[config.mk]
export PLATFORM = sky130hd
export DESIGN_NAME = cia402_drive_state_with_position_profile_unit
export DESIGN_NICKNAME = d
export VERILOG_FILES = /design/src/design/c402pp_pkg.sv /design/src/design/c402pp_in_stage.sv /design/src/design/c402pp_core.sv /design/src/design/c402pp_out_stage.sv /design/src/design/cia402_drive_state_with_position_profile_unit.sv
export VERILOG_INCLUDE_DIRS = /design/src /design/src/design
export SDC_FILE = /design/constraint.sdc
export NUM_CORES = 1
export LEC_CHECK = 0
export ABC_AREA = 1
export BUFFER_PORTS_ARGS = -buffer_cell sky130_fd_sc_hd__buf_4
export CORE_MARGIN = 4
export CORE_UTILIZATION = 55
export CTS_BUF_LIST = sky130_fd_sc_hd__clkbuf_2 sky130_fd_sc_hd__clkbuf_4 sky130_fd_sc_hd__clkbuf_8
export CTS_CLUSTER_DIAMETER = 40
export DETAILED_ROUTE_END_ITERATION = 16
export HOLD_SLACK_MARGIN = 0.05
export PLACE_DENSITY = 0.72
export RECOVER_POWER = 100
export SYNTH_ARGS = -nofsm -noshare
export SYNTH_HDL_FRONTEND = slang
export SYNTH_HIERARCHICAL = 1
export SYNTH_SLANG_ARGS = --single-unit
[constraint.sdc]
create_clock -name clk -period 15 [get_ports clk]
set_input_delay 3 -clock clk [delete_from_list [all_inputs] [get_ports clk]]
set_output_delay 3 -clock clk [all_outputs]
set_load 0.02 [all_outputs]
[src/design/cia402_drive_state_with_position_profile_unit_defines.svh]
// assertion macros for the drive state and position profile block
`ifndef CIA402_DRIVE_STATE_WITH_POSITION_PROFILE_UNIT_DEFINES_SVH
`define CIA402_DRIVE_STATE_WITH_POSITION_PROFILE_UNIT_DEFINES_SVH

`ifndef SYNTHESIS

// same-cycle implication check
`define C402_CHK_IMPL(name, ck, rn, pre, post) \
  name: assert property (@(posedge ck) disable iff (!rn) (pre) |-> (post)) \
    else $error("c402pp check failed");

// next-cycle implication check
`define C402_CHK_NEXT(name, ck, rn, pre, post) \
  name: assert property (@(posedge ck) disable iff (!rn) (pre) |=> (post)) \
    else $error("c402pp check failed");

`else

`define C402_CHK_IMPL(name, ck, rn, pre, post)
`define C402_CHK_NEXT(name, ck, rn, pre, post)

`endif

`endif

[src/design/c402pp_pkg.sv]
// shared types, codes and constants of the drive state and position profile block
package c402pp_pkg;

  localparam int TICK_MS_DEFAULT = 20;
  localparam int TICK_DEN        = 1000;

  localparam int VEL_W      = 24;
  localparam int POS_W      = 32;
  localparam int CW_W       = 16;
  localparam int MODE_W     = 8;
  localparam int FUNC_W     = 3;
  localparam int ST_W       = 3;

  // step = vel * TICK_MS / 1000 via reciprocal, exact for 24-bit velocity
  localparam int STEP_SHIFT = 34;
  localparam int RECIP_W    = 35;
  localparam int RECIP_LO_W = 18;
  localparam int RECIP_HI_W = RECIP_W - RECIP_LO_W;
  localparam int PP_LO_W    = VEL_W + RECIP_LO_W;
  localparam int PP_HI_W    = VEL_W + RECIP_HI_W;
  localparam int PROD_W     = VEL_W + RECIP_W;

  // event codes
  localparam logic [FUNC_W-1:0] FN_INIT  = 3'd0;
  localparam logic [FUNC_W-1:0] FN_CW    = 3'd1;
  localparam logic [FUNC_W-1:0] FN_MODE  = 3'd2;
  localparam logic [FUNC_W-1:0] FN_TICK  = 3'd3;
  localparam logic [FUNC_W-1:0] FN_RESET = 3'd4;

  // drive states
  localparam logic [ST_W-1:0] ST_NOT_READY   = 3'd0;
  localparam logic [ST_W-1:0] ST_SOD         = 3'd1;
  localparam logic [ST_W-1:0] ST_READY       = 3'd2;
  localparam logic [ST_W-1:0] ST_SWITCHED_ON = 3'd3;
  localparam logic [ST_W-1:0] ST_OP_ENABLED  = 3'd4;
  localparam logic [ST_W-1:0] ST_QUICK_STOP  = 3'd5;
  localparam logic [ST_W-1:0] ST_FAULT_REACT = 3'd6;
  localparam logic [ST_W-1:0] ST_FAULT       = 3'd7;

  // controlword decode
  localparam logic [CW_W-1:0] CW_MASK_EV   = 16'h0002;
  localparam logic [CW_W-1:0] CW_MASK_QS   = 16'h0006;
  localparam logic [CW_W-1:0] CW_VAL_QS    = 16'h0002;
  localparam logic [CW_W-1:0] CW_MASK_SD   = 16'h0087;
  localparam logic [CW_W-1:0] CW_VAL_SD    = 16'h0006;
  localparam logic [CW_W-1:0] CW_MASK_ON   = 16'h008F;
  localparam logic [CW_W-1:0] CW_VAL_EN    = 16'h000F;
  localparam logic [CW_W-1:0] CW_VAL_SO    = 16'h0007;
  localparam int              CW_BIT_NSP   = 4;
  localparam int              CW_BIT_REL   = 6;
  localparam int              CW_BIT_FR    = 7;

  // statusword bits
  localparam logic [CW_W-1:0] SW_VOLTAGE   = 16'h0010;
  localparam logic [CW_W-1:0] SW_REACHED   = 16'h0400;
  localparam logic [CW_W-1:0] SW_ACK       = 16'h1000;

  localparam logic [MODE_W-1:0] MODE_PP    = 8'd1;

  typedef struct packed {
    logic [FUNC_W-1:0]  func;
    logic [CW_W-1:0]    cw;
    logic [POS_W-1:0]   tgt;
    logic [MODE_W-1:0]  mode;
    logic               vel_nz;
    logic [PP_LO_W-1:0] pp_lo;
    logic [PP_HI_W-1:0] pp_hi;
  } item_t;

  typedef struct packed {
    logic [ST_W-1:0]   state;
    logic              ack;
    logic              reached;
    logic [POS_W-1:0]  pos;
    logic [MODE_W-1:0] mode;
  } drive_view_t;

endpackage

[src/design/c402pp_in_stage.sv]
// input register with velocity-to-step partial products
module c402pp_in_stage
  import c402pp_pkg::*;
#(
  parameter int TICK_MS = TICK_MS_DEFAULT
) (
  input  logic                     clk,
  input  logic                     rst_n,
  input  logic                     in_valid,
  output logic                     in_stall,
  input  logic [FUNC_W-1:0]        in_func,
  input  logic [CW_W-1:0]          in_control_word,
  input  logic signed [POS_W-1:0]  in_target_position,
  input  logic [VEL_W-1:0]         in_profile_velocity,
  input  logic signed [MODE_W-1:0] in_mode_request,
  input  logic                     fire,
  output logic                     s1_valid,
  output item_t                    item
);

  localparam logic [63:0] RECIP_FULL =
    ((64'(TICK_MS) << STEP_SHIFT) + 64'(TICK_DEN - 1)) / 64'(TICK_DEN);
  localparam logic [RECIP_LO_W-1:0] RECIP_LO = RECIP_FULL[RECIP_LO_W-1:0];
  localparam logic [RECIP_HI_W-1:0] RECIP_HI = RECIP_FULL[RECIP_W-1:RECIP_LO_W];

  logic  s1_valid_r, s1_valid_nxt;
  item_t item_r, item_nxt;
  logic  load;

  assign in_stall = s1_valid_r && !fire;
  assign load     = in_valid && !in_stall;

  always_comb begin
    item_nxt.func   = in_func;
    item_nxt.cw     = in_control_word;
    item_nxt.tgt    = in_target_position;
    item_nxt.mode   = in_mode_request;
    item_nxt.vel_nz = (in_profile_velocity != '0);
    item_nxt.pp_lo  = PP_LO_W'(in_profile_velocity) * PP_LO_W'(RECIP_LO);
    item_nxt.pp_hi  = PP_HI_W'(in_profile_velocity) * PP_HI_W'(RECIP_HI);
  end

  always_comb begin
    s1_valid_nxt = s1_valid_r;
    if (load) begin
      s1_valid_nxt = 1'b1;
    end else if (fire) begin
      s1_valid_nxt = 1'b0;
    end
  end

  always_ff @(posedge clk) begin
    if (!rst_n) begin
      s1_valid_r <= 1'b0;
    end else begin
      s1_valid_r <= s1_valid_nxt;
    end
  end

  always_ff @(posedge clk) begin
    if (load) begin
      item_r <= item_nxt;
    end
  end

  assign s1_valid = s1_valid_r;
  assign item     = item_r;

endmodule

[src/design/c402pp_core.sv]
// power state machine, setpoint handshake and motion stepping
module c402pp_core
  import c402pp_pkg::*;
#(
  parameter int TICK_MS = TICK_MS_DEFAULT
) (
  input  logic        clk,
  input  logic        rst_n,
  input  logic        fire,
  input  item_t       item,
  output drive_view_t view
);

`include "cia402_drive_state_with_position_profile_unit_defines.svh"

  logic [ST_W-1:0]   state_r, state_nxt;
  logic              moving_r, moving_nxt;
  logic              ack_r, ack_nxt;
  logic              reached_r, reached_nxt;
  logic              pfr_r, pfr_nxt;
  logic [MODE_W-1:0] mode_r, mode_nxt;
  logic [POS_W-1:0]  pos_r, pos_nxt;
  logic [POS_W-1:0]  tgt_r, tgt_nxt;
  logic [VEL_W-1:0]  step_r, step_nxt;

  logic [PROD_W-1:0] prod;
  logic [VEL_W-1:0]  step_cand;
  logic              fr_edge;
  logic [ST_W-1:0]   nx;
  logic              new_sp;
  logic [POS_W:0]    rem;
  logic [POS_W:0]    mag;
  logic              close;
  logic              reset_ev;

  function automatic logic [ST_W-1:0] next_state(input logic [ST_W-1:0] cur,
                                                 input logic [CW_W-1:0] cw);
    logic [ST_W-1:0] r;
    r = cur;
    if ((cw & CW_MASK_EV) == '0) begin
      if (cur == ST_READY || cur == ST_SWITCHED_ON || cur == ST_OP_ENABLED ||
          cur == ST_QUICK_STOP) r = ST_SOD;
    end else if ((cw & CW_MASK_QS) == CW_VAL_QS) begin
      if (cur == ST_OP_ENABLED) r = ST_QUICK_STOP;
      else if (cur == ST_READY || cur == ST_SWITCHED_ON) r = ST_SOD;
    end else if ((cw & CW_MASK_SD) == CW_VAL_SD) begin
      if (cur == ST_SOD || cur == ST_SWITCHED_ON || cur == ST_OP_ENABLED) r = ST_READY;
    end else if ((cw & CW_MASK_ON) == CW_VAL_EN) begin
      if (cur == ST_SWITCHED_ON || cur == ST_QUICK_STOP || cur == ST_READY)
        r = ST_OP_ENABLED;
    end else if ((cw & CW_MASK_ON) == CW_VAL_SO) begin
      if (cur == ST_READY || cur == ST_OP_ENABLED) r = ST_SWITCHED_ON;
    end
    return r;
  endfunction

  // finish the reciprocal product: floor(vel * tick / 1000)
  assign prod      = {item.pp_hi, RECIP_LO_W'(0)} + PROD_W'(item.pp_lo);
  assign step_cand = prod[STEP_SHIFT+VEL_W-1:STEP_SHIFT];

  assign fr_edge = item.cw[CW_BIT_FR] && !pfr_r;
  assign nx      = next_state(state_r, item.cw);
  assign new_sp  = item.cw[CW_BIT_NSP];

  // exact signed distance, never overflows
  assign rem   = {tgt_r[POS_W-1], tgt_r} - {pos_r[POS_W-1], pos_r};
  assign mag   = rem[POS_W] ? (~rem + (POS_W+1)'(1)) : rem;
  assign close = (mag <= (POS_W+1)'(step_r)) || (step_r == '0);

  assign reset_ev = fire && (item.func == FN_RESET);

  always_comb begin
    state_nxt   = state_r;
    moving_nxt  = moving_r;
    ack_nxt     = ack_r;
    reached_nxt = reached_r;
    pfr_nxt     = pfr_r;
    mode_nxt    = mode_r;
    pos_nxt     = pos_r;
    tgt_nxt     = tgt_r;
    step_nxt    = step_r;
    case (item.func)
      FN_INIT: begin
        state_nxt  = ST_SOD;
        moving_nxt = 1'b0;
        ack_nxt    = 1'b0;
      end
      FN_CW: begin
        pfr_nxt = item.cw[CW_BIT_FR];
        if (fr_edge && state_r == ST_FAULT) begin
          state_nxt  = ST_SOD;
          moving_nxt = 1'b0;
          ack_nxt    = 1'b0;
        end else begin
          if (nx != state_r) begin
            state_nxt = nx;
            if (nx != ST_OP_ENABLED) begin
              moving_nxt = 1'b0;
              ack_nxt    = 1'b0;
            end
          end
          if (mode_r == MODE_PP && state_nxt == ST_OP_ENABLED) begin
            if (new_sp && !ack_nxt) begin
              tgt_nxt = item.cw[CW_BIT_REL] ? (item.tgt + pos_r) : item.tgt;
              if (item.vel_nz) begin
                step_nxt = step_cand;
              end
              ack_nxt     = 1'b1;
              moving_nxt  = 1'b1;
              reached_nxt = 1'b0;
            end else if (!new_sp && ack_nxt) begin
              ack_nxt = 1'b0;
            end
          end
        end
      end
      FN_MODE: begin
        mode_nxt = item.mode;
      end
      FN_TICK: begin
        if (moving_r) begin
          if (close) begin
            pos_nxt     = tgt_r;
            moving_nxt  = 1'b0;
            reached_nxt = 1'b1;
          end else if (!rem[POS_W]) begin
            pos_nxt = pos_r + POS_W'(step_r);
          end else begin
            pos_nxt = pos_r - POS_W'(step_r);
          end
        end
      end
      FN_RESET: begin
        state_nxt  = ST_NOT_READY;
        moving_nxt = 1'b0;
        ack_nxt    = 1'b0;
        pfr_nxt    = 1'b0;
        mode_nxt   = '0;
      end
      default: begin
      end
    endcase
  end

  always_ff @(posedge clk) begin
    if (!rst_n) begin
      state_r   <= ST_NOT_READY;
      moving_r  <= 1'b0;
      ack_r     <= 1'b0;
      reached_r <= 1'b1;
      pfr_r     <= 1'b0;
      mode_r    <= '0;
      pos_r     <= '0;
      tgt_r     <= '0;
      step_r    <= VEL_W'(TICK_MS);
    end else if (fire) begin
      state_r   <= state_nxt;
      moving_r  <= moving_nxt;
      ack_r     <= ack_nxt;
      reached_r <= reached_nxt;
      pfr_r     <= pfr_nxt;
      mode_r    <= mode_nxt;
      pos_r     <= pos_nxt;
      tgt_r     <= tgt_nxt;
      step_r    <= step_nxt;
    end
  end

  always_comb begin
    view.state   = state_nxt;
    view.ack     = ack_nxt;
    view.reached = reached_nxt;
    view.pos     = pos_nxt;
    view.mode    = mode_nxt;
  end

  `C402_CHK_IMPL(a_moving_only_enabled, clk, rst_n, moving_r, state_r == ST_OP_ENABLED)
  `C402_CHK_IMPL(a_ack_only_enabled, clk, rst_n, ack_r, state_r == ST_OP_ENABLED)
  `C402_CHK_IMPL(a_moving_not_reached, clk, rst_n, moving_r, !reached_r)
  `C402_CHK_NEXT(a_reset_event, clk, rst_n, reset_ev, state_r == ST_NOT_READY && mode_r == '0)

endmodule

[src/design/c402pp_out_stage.sv]
// result register with statusword assembly
module c402pp_out_stage
  import c402pp_pkg::*;
(
  input  logic                     clk,
  input  logic                     rst_n,
  input  logic                     fire,
  input  drive_view_t              view,
  output logic                     out_ready,
  output logic                     out_valid,
  input  logic                     out_stall,
  output logic [CW_W-1:0]          out_status_word,
  output logic signed [POS_W-1:0]  out_actual_position,
  output logic signed [MODE_W-1:0] out_mode_display
);

  logic              out_valid_r, out_valid_nxt;
  logic [CW_W-1:0]   sw_r, sw_nxt;
  logic [POS_W-1:0]  pos_r;
  logic [MODE_W-1:0] mode_r;

  function automatic logic [CW_W-1:0] state_pattern(input logic [ST_W-1:0] s);
    logic [CW_W-1:0] p;
    case (s)
      ST_NOT_READY:   p = 16'h0000;
      ST_SOD:         p = 16'h0040;
      ST_READY:       p = 16'h0021;
      ST_SWITCHED_ON: p = 16'h0023;
      ST_OP_ENABLED:  p = 16'h0027;
      ST_QUICK_STOP:  p = 16'h0007;
      ST_FAULT_REACT: p = 16'h000F;
      ST_FAULT:       p = 16'h0008;
      default:        p = 16'h0000;
    endcase
    return p;
  endfunction

  always_comb begin
    sw_nxt = state_pattern(view.state);
    if (view.state == ST_OP_ENABLED || view.state == ST_SWITCHED_ON ||
        view.state == ST_QUICK_STOP) begin
      sw_nxt = sw_nxt | SW_VOLTAGE;
    end
    if (view.ack) begin
      sw_nxt = sw_nxt | SW_ACK;
    end
    if (view.reached) begin
      sw_nxt = sw_nxt | SW_REACHED;
    end
  end

  assign out_ready = !out_valid_r || !out_stall;

  always_comb begin
    out_valid_nxt = out_valid_r && out_stall;
    if (fire) begin
      out_valid_nxt = 1'b1;
    end
  end

  always_ff @(posedge clk) begin
    if (!rst_n) begin
      out_valid_r <= 1'b0;
    end else begin
      out_valid_r <= out_valid_nxt;
    end
  end

  always_ff @(posedge clk) begin
    if (fire) begin
      sw_r   <= sw_nxt;
      pos_r  <= view.pos;
      mode_r <= view.mode;
    end
  end

  assign out_valid           = out_valid_r;
  assign out_status_word     = sw_r;
  assign out_actual_position = pos_r;
  assign out_mode_display    = mode_r;

endmodule

[src/design/cia402_drive_state_with_position_profile_unit.sv]
// top level of the drive power state machine with profile-position stepping
//
//  channel  direction  handshake          payload
//  in_      input      in_valid/in_stall  func, control_word, target_position,
//                                         profile_velocity, mode_request
//  out_     output     out_valid/out_stall status_word, actual_position, mode_display
//
// one word in and one word out per cycle when neither side stalls
// each word passes the input register, then the state update into the result register
// the reciprocal step product is split across the input register and the update stage
// reset (rst_n low, synchronous) empties both registers and restores the drive state
// a stalled result holds its register; the input register still takes one more word
module cia402_drive_state_with_position_profile_unit
  import c402pp_pkg::*;
#(
  parameter int TICK_MS = TICK_MS_DEFAULT
) (
  input  logic                     clk,
  input  logic                     rst_n,
  input  logic                     in_valid,
  output logic                     in_stall,
  input  logic [FUNC_W-1:0]        in_func,
  input  logic [CW_W-1:0]          in_control_word,
  input  logic signed [POS_W-1:0]  in_target_position,
  input  logic [VEL_W-1:0]         in_profile_velocity,
  input  logic signed [MODE_W-1:0] in_mode_request,
  output logic                     out_valid,
  input  logic                     out_stall,
  output logic [CW_W-1:0]          out_status_word,
  output logic signed [POS_W-1:0]  out_actual_position,
  output logic signed [MODE_W-1:0] out_mode_display
);

  // staged word, its valid, and the move into the result register
  item_t       item;
  logic        s1_valid;
  logic        out_ready;
  logic        fire;
  drive_view_t view;

  // a staged word moves on when the result register is free or being drained
  assign fire = s1_valid && out_ready;

  c402pp_in_stage #(
    .TICK_MS(TICK_MS)
  ) u_in (
    .clk                (clk),
    .rst_n              (rst_n),
    .in_valid           (in_valid),
    .in_stall           (in_stall),
    .in_func            (in_func),
    .in_control_word    (in_control_word),
    .in_target_position (in_target_position),
    .in_profile_velocity(in_profile_velocity),
    .in_mode_request    (in_mode_request),
    .fire               (fire),
    .s1_valid           (s1_valid),
    .item               (item)
  );

  // drive state, setpoint handshake and position stepping
  c402pp_core #(
    .TICK_MS(TICK_MS)
  ) u_core (
    .clk  (clk),
    .rst_n(rst_n),
    .fire (fire),
    .item (item),
    .view (view)
  );

  // statusword assembly and result register
  c402pp_out_stage u_out (
    .clk                (clk),
    .rst_n              (rst_n),
    .fire               (fire),
    .view               (view),
    .out_ready          (out_ready),
    .out_valid          (out_valid),
    .out_stall          (out_stall),
    .out_status_word    (out_status_word),
    .out_actual_position(out_actual_position),
    .out_mode_display   (out_mode_display)
  );

endmodule
==> results.toml, run 1 <==
[cts]
cts_resized = 0
cts_buffer_depth = 3
clkSlewWorstSetupHoldPaths_ns = 0.06
root_buffer = "clkbuf_8"
cts_sinks = 263
hold_buffers = 0
cts_buffers = 45
cts_tree = "yes"
clk_latency_ns = 0.59
cts_setup_buffers = 0
htreeDepth = 2

[pwr]
p_per_area_nw_per_um2 = 171
ir_drop_mv = 0.123
p_total_mw = 5.82
p_leak_nw = 18.7

[timing]
setup_viol = 0
tns_ns = 0
final_max_slew_viol_count = 318
period_needed_ns = 10.20
maxSlewHeadroom_pct = -161
whs_ns = 0.495
timing.fmax_mhz = 98.0
hold_viol_final = 0
fin_crit_sh_pct = 68.0
rsz0062_at_grt = "no"
skew_ns = 0.0370
tightestPinTransition_ns = 3.92

[setup_path]
cpMostUsedCell = "nand2_1"
crit_path_end_kind = "flop"
cp_data_required_time_ns = 15.33
start_kind = "flop"
crit_type = "flop to flop"
critical_path.slowest_cell = "nand2_1"
worstPathArrival_ns = 10.53
path_max_fanout = 46
critical-path-max-stage-delay_ns = 1.75

[grt]
grt_pass1_vias = 27197
grt-ovfl-total = 0
grt_start_max_net_pins = 79
antenna_found_initial = 1
grt_pass1_wl_um = 142000
grt_usage_pct = 29.2

[final_layout]
mostFrequentLayoutCells = "1,223 x nand2_1, 926 x inv_1, 423 x ha_1"
fin_nets = 5242
layout-drive-gt1-share_pct = 5.36
area_growth_pct = 7.17
final_area_um2 = 34000
fillers = 5523
final_common_cell = "nand2_1"

[floorplan]
boundaryPins = 145
fp.dieW_um = 248
start_util_pct = 55.9
coreArea_um2 = 56700
dieArea_um2 = 61500
die_h_um = 248
rows = 87

[route]
drt_iter0_drc = 1713
final_antenna_net_count = 0
drc = 0
vias_per_cell = 5.22
firstDrtPassIters = 5
wire_per_inst_um = 16.7
num_vias = 27929
wl_um = 89300

[flow_run]
max_cap_viol_count = 6

[synth]
netlist_area_um2 = 31700
synth_cells = 4432
syn_area_per_cell_um2 = 7.15
yosysWarnings = 6

[placement]
placed_area_um2 = 33300
gp_congestion = 1.01
io_buffers = 128
place_hpwl_um = 74800

[worst_hold_path]
worstHoldPathType = "flop to flop"

[status]
outcome = "finished, violations left"
violations = "capacitance limit, slew limit"
[where the power goes]
group          switching (mW)  internal (mW)  total (mW)
combinational            2.69           1.39        4.08
clock                   0.298          0.378       0.676
sequential             0.0540           1.01        1.06
total                    3.04           2.78        5.82
[worst max-delay path, delay by kind of cell (launching register included)]
kind	cells	cell delay (ns)
adders and majority gates	3	0.96
and+or+nand+nor	24	6.05
buffers and inverters	6	1.48
xor gates and xnor gates	1	0.15
DFF	1	0.38
AOI/OAI and AO/OA	5	0.85
[routing by layer]
layer | vias to the layer above | global-route usage, % | wire length (um)
li1 | 14247 | - | -
met1 | 12736 | 34.5 | 36200
met2 | 705 | 53.4 | 44200
met3 | 241 | 2.37 | 3700
met4 | 0 | 14.8 | 5220
met5 | - | 0 | 0
[registers in the layout, indices dropped and copies added, names as in the netlist, 3 cells and up]
register,count
u_out/out_status_word,9
u_in/item,109
u_core/state_r,3
u_core/pos_r,32
u_out/out_actual_position,32
u_out/out_mode_display,8
u_core/step_r,24
u_core/tgt_r,32
u_core/mode_r,8
[through the flow]
stage	util (%)	setup WS [ns]	instances
global route	59.9	3.84	5346
global placement	58.7	7.20	5262
CTS	60.4	7.74	5345
detailed placement	58.7	7.13	5262
finish	59.9	4.80	5346
floorplan	-	5.39	4443
[path summary, 6_finish.rpt]
kind	from	endpoint	slack [ns]	cells past startpoint
worst max-delay path	u_core/tgt_r[0]$_SDFFE_PN0P_	u_core/pos_r[30]$_SDFFE_PN0P_	4.80	39
worst min-delay path	u_core/step_r[3]$_SDFFE_PN0P_	u_core/step_r[3]$_SDFFE_PN0P_	0.49	2
worst min register to register	u_core/step_r[3]$_SDFFE_PN0P_	u_core/step_r[3]$_SDFFE_PN0P_	0.49	2
worst max register to register	u_core/tgt_r[0]$_SDFFE_PN0P_	u_core/pos_r[30]$_SDFFE_PN0P_	4.80	39
[layout make-up]
cell class | count | area, um2 | area share, %
multi-input combinational | 3158 | 20800 | 61.3
sequential | 263 | 6850 | 20.2
inverter | 947 | 3560 | 10.5
tap | 756 | 946 | 2.79
clock buffer | 69 | 843 | 2.48
timing repair buffer | 138 | 818 | 2.41
clock inverter | 14 | 113 | 0.332
antenna | 1 | 2.50 | 0.00737
No activity file was read; power rests on OpenSTA's default activity.
==> inputs of run 2 (changes only) <==
==> constraint.sdc (replaced) <==
create_clock -name clk -period 10.7 [get_ports clk]
set_input_delay 2.14 -clock clk [delete_from_list [all_inputs] [get_ports clk]]
set_output_delay 2.14 -clock clk [all_outputs]
set_load 0.02 [all_outputs]
==> results.toml, run 2 (synthesis gave the netlist of run 1 again) <==
[cts]
cts_setup_buffers = 0
clkSlewWorstSetupHoldPaths_ns = 0.07
cts_buffers = 44
root_buffer = "clkbuf_8"
hold_buffers = 0
htreeDepth = 2
clk_latency_ns = 0.59
cts_sinks = 263
cts_buffer_depth = 3
cts_tree = "yes"
cts_resized = 0

[timing]
rsz0062_at_grt = "no"
maxSlewHeadroom_pct = -125
timing.fmax_mhz = 123
tightestPinTransition_ns = 3.38
fin_crit_sh_pct = 76.0
final_max_slew_viol_count = 284
period_needed_ns = 8.13
tns_ns = 0
skew_ns = 0.0509
hold_viol_final = 0
setup_viol = 0

[route]
drc = 0
wl_um = 88100
vias_per_cell = 5.29
firstDrtPassIters = 8
final_antenna_net_count = 0
num_vias = 28254
drt_iter0_drc = 1737
wire_per_inst_um = 16.5

[final_layout]
regArea_um2 = 6850
layout-drive-gt1-share_pct = 4.90
mostFrequentLayoutCells = "1,220 x nand2_1, 926 x inv_1, 423 x ha_1"
fin_nets = 5242
largest_register_ffs = 109
fillers = 5536
final_cell_count_no_fill = 5345
area_growth_pct = 7.01
final_common_cell = "nand2_1"
multi_input_area_um2 = 20800

[setup_path]
r2r_start = "u_core/tgt_r[0]$_SDFFE_PN0P_"
path_max_fanout = 46
worstPathArrival_ns = 8.46
start_kind = "flop"
crit_type = "flop to flop"
cp_data_required_time_ns = 11.03
critical-path-max-stage-delay_ns = 1.12
r2r_setup_slack_ns = 2.57
cpMostUsedCell = "nand2_1"
crit_path_start = "u_core/tgt_r[0]$_SDFFE_PN0P_"
crit_path_end_kind = "flop"
critical_path.slowest_cell = "nand2_1"

[pwr]
comb_power_share_pct = 69.8
switchingPower_mw = 4.23
ir_drop_mv = 0.160
p_leak_nw = 18.7
p_per_area_nw_per_um2 = 240
p_sw_share_pct = 51.9
intPower_mw = 3.92
p_total_mw = 8.14
seqPwrFrac_pct = 18.2
p_clk_share_pct = 11.9

[grt]
grt_start_max_net_pins = 69
grt-ovfl-total = 0
grt_pass1_wl_um = 139000
grt_pass1_vias = 27183
grt_usage_pct = 28.6
antenna_found_initial = 1

[worst_hold_path]
worstHoldPathType = "flop to flop"
min_from = "u_core/step_r[18]$_SDFFE_PN0P_"

[status]
violations = "capacitance limit, slew limit"
outcome = "finished, violations left"

[placement]
gp_congestion = 0.993
io_buffers = 128
place_hpwl_um = 73400
placedCellCount = 5263

[floorplan]
boundaryPins = 145
die_h_um = 248
rows = 87
coreArea_um2 = 56700
dieArea_um2 = 61500
start_util_pct = 55.9
fp.dieW_um = 248

[flow_run]
max_cap_viol_count = 5
run 2: power by group through the flow:
stage,logic [mW],registers (mW),clock network [mW]
detailed placement,5.67,1.50,0
finish,5.69,1.48,0.973
floorplan,4.14,1.49,0
global placement,5.60,1.50,0
global route,6.45,1.50,1.04
CTS,5.71,1.48,0.992
run 2: final cells by class:
type                            count  share of cell area [%]
Sequential cell                   263                    20.2
Timing Repair Buffer              139                    2.42
Clock buffer                       63                    2.32
Multi-Input combinational cell   3158                    61.2
Tap cell                          756                    2.79
Antenna cell                        1                 0.00738
Inverter                          947                    10.5
Clock inverter                     18                   0.539
run 2: final timing paths:
kind,endpoint,cells after the start
max,u_core/pos_r[30]$_SDFFE_PN0P_,41
min,u_core/step_r[18]$_SDFFE_PN0P_,2
max reg2reg,u_core/pos_r[30]$_SDFFE_PN0P_,41
min reg2reg,u_core/step_r[18]$_SDFFE_PN0P_,2
run 2: worst max-delay path: cells and delay by family, from the launching register on:
| kind | cells | cell delay [ns] |
|---|---|---|
| AOI/OAI and AO/OA | 6 | 0.91 |
| xor gates and xnor gates | 1 | 0.17 |
| adders and majority gates | 3 | 0.95 |
| buffers and inverters | 7 | 1.41 |
| DFF | 1 | 0.37 |
| and+or+nand+nor | 24 | 4.00 |
run 2: layer usage:
layer / up-vias / routed length [um] / track usage, %
li1: 14246 / - / -
met1: 12954 / 35600 / 33.6
met2: 819 / 43500 / 52.5
met3: 235 / 3760 / 2.22
met4: 0 / 5280 / 14.3
met5: - / 0 / 0
run 2: per-stage QoR:
step	hold WS (ns)	setup slack [ns]	instance area [um2]	util (%)
2_1_floorplan	0.462	1.95	31700	-
3_3_place_gp	0.481	3.83	33300	58.8
3_5_place_dp	0.487	3.79	33300	58.8
4_1_cts	0.495	3.92	34300	60.5
5_1_grt	0.522	1.69	33900	59.8
6_report	0.494	2.57	33900	59.8
==> inputs of run 3 (changes only) <==
==> constraint.sdc (replaced) <==
create_clock -name clk -period 8.5 [get_ports clk]
set_input_delay 1.7 -clock clk [delete_from_list [all_inputs] [get_ports clk]]
set_output_delay 1.7 -clock clk [all_outputs]
set_load 0.02 [all_outputs]
==> results.toml, run 3 (synthesis gave the netlist of run 1 again) <==
[route]
firstDrtPassIters = 5
final_antenna_net_count = 0
vias_per_cell = 5.28
drc = 0
drt_iter0_drc = 1778
wire_per_inst_um = 16.6
wl_um = 88700
num_vias = 28245

[pwr]
p_sw_share_pct = 51.9
p_leak_nw = 18.7
intPower_mw = 4.97
switchingPower_mw = 5.35
p_per_area_nw_per_um2 = 304
ir_drop_mv = 0.217
seqPwrFrac_pct = 18.1
comb_power_share_pct = 69.3
p_total_mw = 10.3
p_clk_share_pct = 12.7

[floorplan]
die_h_um = 248
fp.dieW_um = 248
dieArea_um2 = 61500
start_util_pct = 55.9
coreArea_um2 = 56700
boundaryPins = 145
rows = 87

[grt]
top_usage_layer = "met2"
globalRouteMet2Util_pct = 52.4
grt_usage_pct = 28.8
grt_pass1_wl_um = 141000
grt_use_met3_pct = 2.36
antenna_found_initial = 1
grt-ovfl-total = 0
grt_pass1_vias = 27267
met1_usage_pct = 33.9
grt_start_max_net_pins = 69

[final_layout]
final_area_um2 = 34000
area_growth_pct = 7.22
fin_nets = 5245
layout-drive-gt1-share_pct = 4.92
final_util_pct = 59.9
largest_register_ffs = 109
mostFrequentLayoutCells = "1,220 x nand2_1, 926 x inv_1, 423 x ha_1"
final_cell_count_no_fill = 5352
final_common_cell = "nand2_1"

[setup_path]
r2r_setup_slack_ns = 1.51
crit_path_end_kind = "flop"
critical_path.slowest_cell = "clkbuf_1"
critical-path-max-stage-delay_ns = 2.03
crit_type = "input port to flop"
r2r_start = "u_core/tgt_r[0]$_SDFFE_PN0P_"
cp_num_buf_inv = 6
worstPathArrival_ns = 7.64
rr_endpoint = "u_core/pos_r[30]$_SDFFE_PN0P_"
cp_data_required_time_ns = 8.91
start_kind = "input port"
crit_chain = "clkbuf_4, nand2_1, nand2_1, clkinvlp_2, clkinv_1, clkbuf_1, nor2_1, nand3_1, inv_1, clkbuf_1, o21ai_0, a21oi_1"
path_max_fanout = 55
crit_family = "buffers and inverters"
reg2regPathDepth = 41

[placement]
place_ws_ns = 1.81
place_hpwl_um = 73500
gp_congestion = 0.981
placed_area_um2 = 33300
io_buffers = 128
placedCellCount = 5263

[cts]
hold_buffers = 0
cts_resized = 0
cts_setup_buffers = 0
cts_tree = "yes"
cts_buffer_depth = 3
root_buffer = "clkbuf_8"
cts_buffers = 47
clkSlewWorstSetupHoldPaths_ns = 0.06
cts_sinks = 263
htreeDepth = 2
clk_latency_ns = 0.62

[worst_hold_path]
hold_path_depth = 2
worstHoldPathType = "flop to flop"
whs_endpoint = "u_out/out_valid$_SDFF_PN0_"
min_from = "u_out/out_valid$_SDFF_PN0_"

[timing]
tns_ns = 0
tightestPinTransition_ns = 3.41
whs_ns = 0.486
setup_viol = 0
period_needed_ns = 7.23
timing.fmax_mhz = 138
fin_crit_sh_pct = 85.1
rsz0062_at_grt = "no"
layout_setup_ws_ns = 1.27
skew_ns = 0.0575
hold_viol_final = 0
maxSlewHeadroom_pct = -127
final_max_slew_viol_count = 254

[status]
outcome = "finished, violations left"
violations = "capacitance limit, slew limit"

[flow_run]
max_cap_viol_count = 5
==> run 3: cell types whose count changed in the layout (fill, tap and decap cells not counted), moves of 2 or more <==
| cell | before | now |
|---|---|---|
| clkbuf_4 | 63 | 57 |
| clkbuf_1 | 59 | 63 |
| inv_6 | 0 | 3 |
| clkinv_1 | 8 | 10 |
==> run 3: worst reg2reg max path: cells and delay by family, from the launching register on <==
kind / cells / cell delay (ns)
xor gates and xnor gates: 1 / 0.17
buffers and inverters: 7 / 1.12
adders and majority gates: 3 / 0.96
DFF: 1 / 0.36
AOI/OAI and AO/OA: 6 / 0.87
and+or+nand+nor: 24 / 3.30
==> run 3: power groups by stage <==
stage               clock network (mW)  logic, mW  registers (mW)
floorplan                            0       5.21            1.88
global placement                     0       7.04            1.88
detailed placement                   0       7.11            1.89
CTS                               1.34       7.16            1.86
global route                      1.39       8.12            1.88
finish                            1.31       7.15            1.86
==> run 3: layout make-up <==
class / instances / area [um2]
Fill cell: 5419 / 22700
Multi-Input combinational cell: 3158 / 20800
Sequential cell: 263 / 6850
Inverter: 947 / 3560
Tap cell: 756 / 946
Timing Repair Buffer: 139 / 807
Clock buffer: 61 / 777
Clock inverter: 27 / 272
Antenna cell: 1 / 2.50
==> run 3: worst max path at each step <==
| stage | start | endpoint | cells past startpoint |
|---|---|---|---|
| final | out_stall | u_core/tgt_r[13]$_SDFFE_PN0P_ | 12 |
| after global routing | out_stall | u_core/tgt_r[31]$_SDFFE_PN0P_ | 12 |
| after CTS | u_core/tgt_r[0]$_SDFFE_PN0P_ | u_out/out_actual_position[30]$_DFFE_PP_ | 41 |
| after detailed placement | u_core/tgt_r[0]$_SDFFE_PN0P_ | u_out/out_actual_position[30]$_DFFE_PP_ | 39 |
| after global placement | u_core/tgt_r[0]$_SDFFE_PN0P_ | u_out/out_actual_position[30]$_DFFE_PP_ | 41 |
| after floorplan | out_stall | u_in/item[100]$_DFFE_PP_ | 7 |
==> run 3: layer usage <==
layer / up-vias / routed length [um]
met3: 269 / 3810
met5: - / 0
met4: 0 / 5490
li1: 14240 / -
met2: 806 / 43600
met1: 12930 / 35800
